`config.mk`:
```
export PLATFORM = sky130hd
export DESIGN_NAME = hba_sat_add
export DESIGN_NICKNAME = d
export VERILOG_FILES = /design/src/rtl/hba_pkg.sv /design/src/rtl/hba_sat_add.sv
export SDC_FILE = /design/constraint.sdc
export NUM_CORES = 1
export LEC_CHECK = 0
export BUFFER_PORTS_ARGS = -buffer_cell sky130_fd_sc_hd__buf_2
export CAP_MARGIN = 20
export CORE_ASPECT_RATIO = 1.5
export CORE_MARGIN = 2
export CORE_UTILIZATION = 30
export DETAILED_ROUTE_END_ITERATION = 10
export PLACE_DENSITY_LB_ADDON = 0.25
export SLEW_MARGIN = 20
export SYNTH_ARGS = -nofsm -noshare
export SYNTH_HDL_FRONTEND = slang
export SYNTH_SLANG_ARGS = --single-unit
export TNS_END_PERCENT = 1
```
`constraint.sdc`:
```
create_clock -name vclk -period 4.3
set_input_delay 0.215 -clock vclk [all_inputs]
set_output_delay 0.215 -clock vclk [all_outputs]
set_load 0.03 [all_outputs]
```
`src/rtl/hba_pkg.sv`:
```
// shared widths, codes and sizes for the histogram bin accumulator
package hba_pkg;

  localparam int BIN_COUNT  = 256;
  localparam int EDGE_DEPTH = BIN_COUNT + 1;
  localparam int EDGE_AW    = $clog2(EDGE_DEPTH);
  localparam int BIN_W      = (BIN_COUNT > 1) ? $clog2(BIN_COUNT) : 1;
  localparam int CNT_W      = $clog2(BIN_COUNT + 2);
  localparam int SB_W       = CNT_W + 1;
  localparam int FIRST_MID  = EDGE_DEPTH / 2;

  localparam int KIND_W   = 3;
  localparam int DATA_W   = 32;
  localparam int SLOT_W   = 9;
  localparam int IDX_W    = 10;
  localparam int SUM_W    = 48;
  localparam int STATUS_W = 2;
  localparam int MODE_W   = 2;

  localparam logic [KIND_W-1:0] K_LOAD_EDGE  = 3'd0;
  localparam logic [KIND_W-1:0] K_ADD_SAMPLE = 3'd1;
  localparam logic [KIND_W-1:0] K_ADD_TO_BIN = 3'd2;
  localparam logic [KIND_W-1:0] K_READ_BIN   = 3'd3;
  localparam logic [KIND_W-1:0] K_CLEAR_ALL  = 3'd4;

  localparam logic [STATUS_W-1:0] ST_OK       = 2'd0;
  localparam logic [STATUS_W-1:0] ST_IGNORED  = 2'd1;
  localparam logic [STATUS_W-1:0] ST_SQUEEZED = 2'd2;
  localparam logic [STATUS_W-1:0] ST_ERROR    = 2'd3;

  localparam logic [MODE_W-1:0] MODE_IGNORE  = 2'd0;
  localparam logic [MODE_W-1:0] MODE_SQUEEZE = 2'd1;

endpackage

```
`src/rtl/hba_sat_add.sv`:
```
// saturating add of a q16.16 weight onto a 48-bit q32.16 bin sum
module hba_sat_add (
  input  logic signed [hba_pkg::SUM_W-1:0]  acc,
  input  logic signed [hba_pkg::DATA_W-1:0] addend,
  output logic signed [hba_pkg::SUM_W-1:0]  result
);
  import hba_pkg::*;

  localparam logic signed [SUM_W-1:0] SUM_MAX = {1'b0, {(SUM_W-1){1'b1}}};
  localparam logic signed [SUM_W-1:0] SUM_MIN = {1'b1, {(SUM_W-1){1'b0}}};

  logic signed [SUM_W:0] wide;

  assign wide = (SUM_W+1)'(acc) + (SUM_W+1)'(addend);

  always_comb begin
    if (wide[SUM_W] != wide[SUM_W-1]) begin
      result = wide[SUM_W] ? SUM_MIN : SUM_MAX;
    end else begin
      result = wide[SUM_W-1:0];
    end
  end

endmodule

```
======== Yosys cells after proc, flatten, opt, wreduce, memory -nomap -nowiden ========
Cells that the tools add are included.
storage, ports and cells
  register bits ........................... 0
  bits in latches ......................... 0
  input port bits ......................... 80
  bits in read-only memories .............. 0
  logic and storage cells ................. 4
  RAM bits ................................ 0
  memories ................................ 0
cells by class
  reductions and logical operators ........ 0
  eq/ne operators ......................... 1
  shift operators ......................... 0
  $lt $le $gt $ge ......................... 0
  multiply operators ...................... 0
  divide/modulo/power cells ............... 0
  add/sub/neg operators ................... 1
  muxes and demuxes ....................... 2
  bitwise logic cells ..................... 0
operators by type and width
  cell                                       number
  48-bit two-way mux                         2
  48-bit by 32-bit adder with 49-bit output  1
  1-bit != test                              1

======== Depth between registers and ports, before layout ========
  depth after elaboration ................. 3
  mapped depth ............................ 15
  gate-level depth less buffers ........... 13

======== Least setup slack after synthesis ========
No wires, ideal clock.
  path kind ............................... input to output
  from .................................... input port acc[0] (netlist name)
  to ...................................... output port result[45] (netlist name)
  stages .................................. 13
  path buffers ............................ 1
  path slack .............................. 0.567 ns
  required time ........................... 4.085 ns
  arrival ................................. 3.518 ns
  cell sequence ........................... ha_1 inv_1 fa_1 nand2b_1 a211o_1 a22o_1 o311ai_1 nand3_1 o41ai_4 a41o_1 mux2i_1 buf_2 o41ai_2
on the way
  longest elaborated chain between the ends .. 3
ends and longest elaborated chain
  item                                                        line                                  RTL
  start: declaration                                          hba_sat_add.sv:3                      input logic signed [hba_pkg::SUM_W-1:0] acc,
  48-bit by 32-bit adder with 49-bit output (*)               hba_sat_add.sv:14                     assign wide = (SUM_W+1)'(acc) + (SUM_W+1)'(addend);
  48-bit two-way mux / 1-bit != test (equally long branches)  hba_sat_add.sv:18, hba_sat_add.sv:17
  48-bit two-way mux (*)                                      hba_sat_add.sv:17                     if (wide[SUM_W] != wide[SUM_W-1]) begin
  end: declaration                                            hba_sat_add.sv:5                      output logic signed [hba_pkg::SUM_W-1:0] result
Every way passes the cells marked *; elsewhere a longest branch is shown, timed or not.

======== Worst setup path in the final report ========
  from .................................... input port acc[0] (netlist name)
  to ...................................... output port result[24] (netlist name)
Same word-level chain as after synthesis.

==> results.ini <==
[die]
initial_utilization_pct = 30.80
dieArea_um2 = 11250
die_x_um = 87.29
die_y_um = 128.9
io_pins = 128
core_um2 = 10130
rows = 45

[global_route]
first_global_vias = 3812
overflow = 0
grt_max_degree = 22
grt_pass1_wl_mm = 17.47
antenna_found_initial = 0
grt.total_usage_pct = 18.43

[clocking]
cts_hold_buf = 0

[yosys]
muxShareOfSynthArea_pct = 0.6413
yosys.area.top_type = ha_1
yosys.cell_types.count = 51
yosys-top-cells-area = ha_1, a21oi_1, xnor2_1
synth_area_per_cell_um2 = 6.742
synthXorXnorAreaFrac_pct = 12.34
synth_top_family_by_area = compound AO/OA/AOI/OAI gates
synth_cells = 463
synth_compound_area_share_pct = 42.28
yosys_warnings = 0
synth_top_area_share_pct = 19.24
synth-simple-area-share_pct = 18.84
syn_nets = 592
synthAdderAreaFrac_pct = 19.88
syn_area_um2 = 3122
ys_seq_area_share_pct = 0

[drt]
vias = 3865
dr.pass1.iters = 4
ant_nets = 0
wl_per_cell_um = 15.61
wl_mm = 10.83
first_iter_violations = 145
route.detailed.drc = 0
via_per_inst = 5.569

[sta]
min_period_over_period_pct = 94.85
whs_ps = 949.1
setup_viol = 0
fin_crit_ps = 4078
slew_headroom_pct = 48.68
hold_viol = 0
drv_slew = 0
fin_ws_ps = 221.5
fmax_mhz = 245.2
worst_pin_slew_ps = 754.8
grt_setup_unrepaired = false

[layout]
num-clock-buffers = 0
diodes = 0
seq_cell_count = 0
multi_input_area_um2 = 2988
drive_gt1_share_pct = 30.16
final_area_um2 = 3924
syn_to_final_growth_pct = 25.69
mostFrequentLayoutCells = buf_2, a21oi_1, ha_1
fillerInstances = 1127
layout_commonest_cell = buf_2
seq_area_um2 = 0
nets = 708

[worst_setup_path]
endpoint_kind = primary output
arrival_ps = 3860
critPathLaunchType = input pin
crit_path_max_fanout = 10
critical_path_class = input pin to primary output
critical_path_required_ps = 4090

[placement]
place_congestion = 0.9445
dpl-instance-area_um2 = 3885
dp_hpwl_mm = 9.216
place_ws_ps = -4.355
port_buffers = 128

[outcome]
status = complete, no violations

[power]
p_sw_share_pct = 65.10
power.density_cell_area_nw_per_um2 = 261.8
combinationalPowerShare_pct = 100.0
ir_drop_uv = 179.9
totalPowerFinal_mw = 1.027
intPower_uw = 358.6
net-switching-power_uw = 668.8
power_frac_seq_pct = 0
p_leak_nw = 1.878
pwr-share-clk_pct = 0

[worst_hold_path]
min_path_type = input pin to primary output
holdPathStages = 5

[flow_run]
maxCapViolCount = 0

power by group through the flow:
stage          logic [mW]  registers, mW  clock network, mW
2_1_floorplan       0.737              0                  0
3_3_place_gp         1.01              0                  0
3_5_place_dp         1.01              0                  0
4_1_cts              1.02              0                  0
5_1_grt              1.11              0                  0
6_report             1.03              0                  0
final timing paths:
check  slack [ps]    endpoint      start
max           220  result[24]     acc[0]
min           950   result[0]  addend[0]
Yosys cell counts (2+ instances only):
| master | instances |
|---|---|
| o21ai_0 | 33 |
| nand2b_1 | 6 |
| nor2_1 | 30 |
| nand4_1 | 15 |
| xnor2_1 | 25 |
| a21o_1 | 26 |
| a31oi_1 | 7 |
| o21ai_1 | 14 |
| o21bai_1 | 10 |
| nor3_1 | 4 |
| and4_1 | 2 |
| nand3_1 | 8 |
| a211o_1 | 2 |
| a211oi_1 | 2 |
| buf_2 | 3 |
| and2_1 | 2 |
| a22oi_1 | 2 |
| a21oi_1 | 64 |
| a21oi_2 | 20 |
| clkbuf_1 | 20 |
| a221oi_1 | 2 |
| buf_4 | 2 |
| o211ai_1 | 4 |
| o21a_1 | 5 |
| and3_1 | 5 |
| buf_6 | 3 |
| nor4_1 | 2 |
| xor2_1 | 19 |
| nand2_1 | 44 |
| inv_1 | 13 |
| ha_1 | 48 |
| mux2i_1 | 2 |
routing by layer:
layer | vias to the layer above | wire (µm) | global-route usage, %
li1 | 1956 | - | -
met1 | 1762 | 4369 | 22.02
met2 | 131 | 5800 | 35.52
met3 | 16 | 444 | 0.5773
met4 | 0 | 216 | 4.163
met5 | - | 0 | 0
final cells by class:
| cell class | instances | share of cell area (%) |
|---|---|---|
| inverter | 13 | 1.244 |
| multi-input combinational | 423 | 76.15 |
| tap | 117 | 3.731 |
| timing repair buffer | 141 | 18.88 |
repair_timing:
action / in CTS / in global routing
pin swaps: 2 / 3
buffers inserted: 0 / 1
setup endpoints to repair: 11 / 30
gates resized for setup: 0 / 5
gates cloned: 0 / 1
critical path, cell delays in order:
cell,delay (ps)
buf_2,80
ha_1,180
inv_1,60
fa_1,390
nand2b_1,180
a211o_1,300
a22o_1,230
o311ai_2,330
nand3_2,200
o41ai_4,400
a41o_1,300
and2_2,220
mux2i_4,140
buf_4,240
a21oi_2,160
buf_2,210
through the flow:
| step | setup TNS (ps) | utilization, % | cells |
|---|---|---|---|
| after global placement | 0 | 38.33 | 692 |
| after global routing | 0 | 38.72 | 694 |
| final | 0 | 38.72 | 694 |
| after CTS | 0 | 38.33 | 692 |
| after detailed placement | -7.625 | 38.33 | 692 |
| after floorplan | 0 | - | 463 |
logic make-up after synthesis:
logic type	after synthesis
AO/OA/AOI/OAI	203
AND/OR/NAND/NOR	124
adder cells (fa/ha/maj)	49
XOR/XNOR	44
buffers and inverters	41
multiplexers	2
Power figures use the tool's default switching activity.
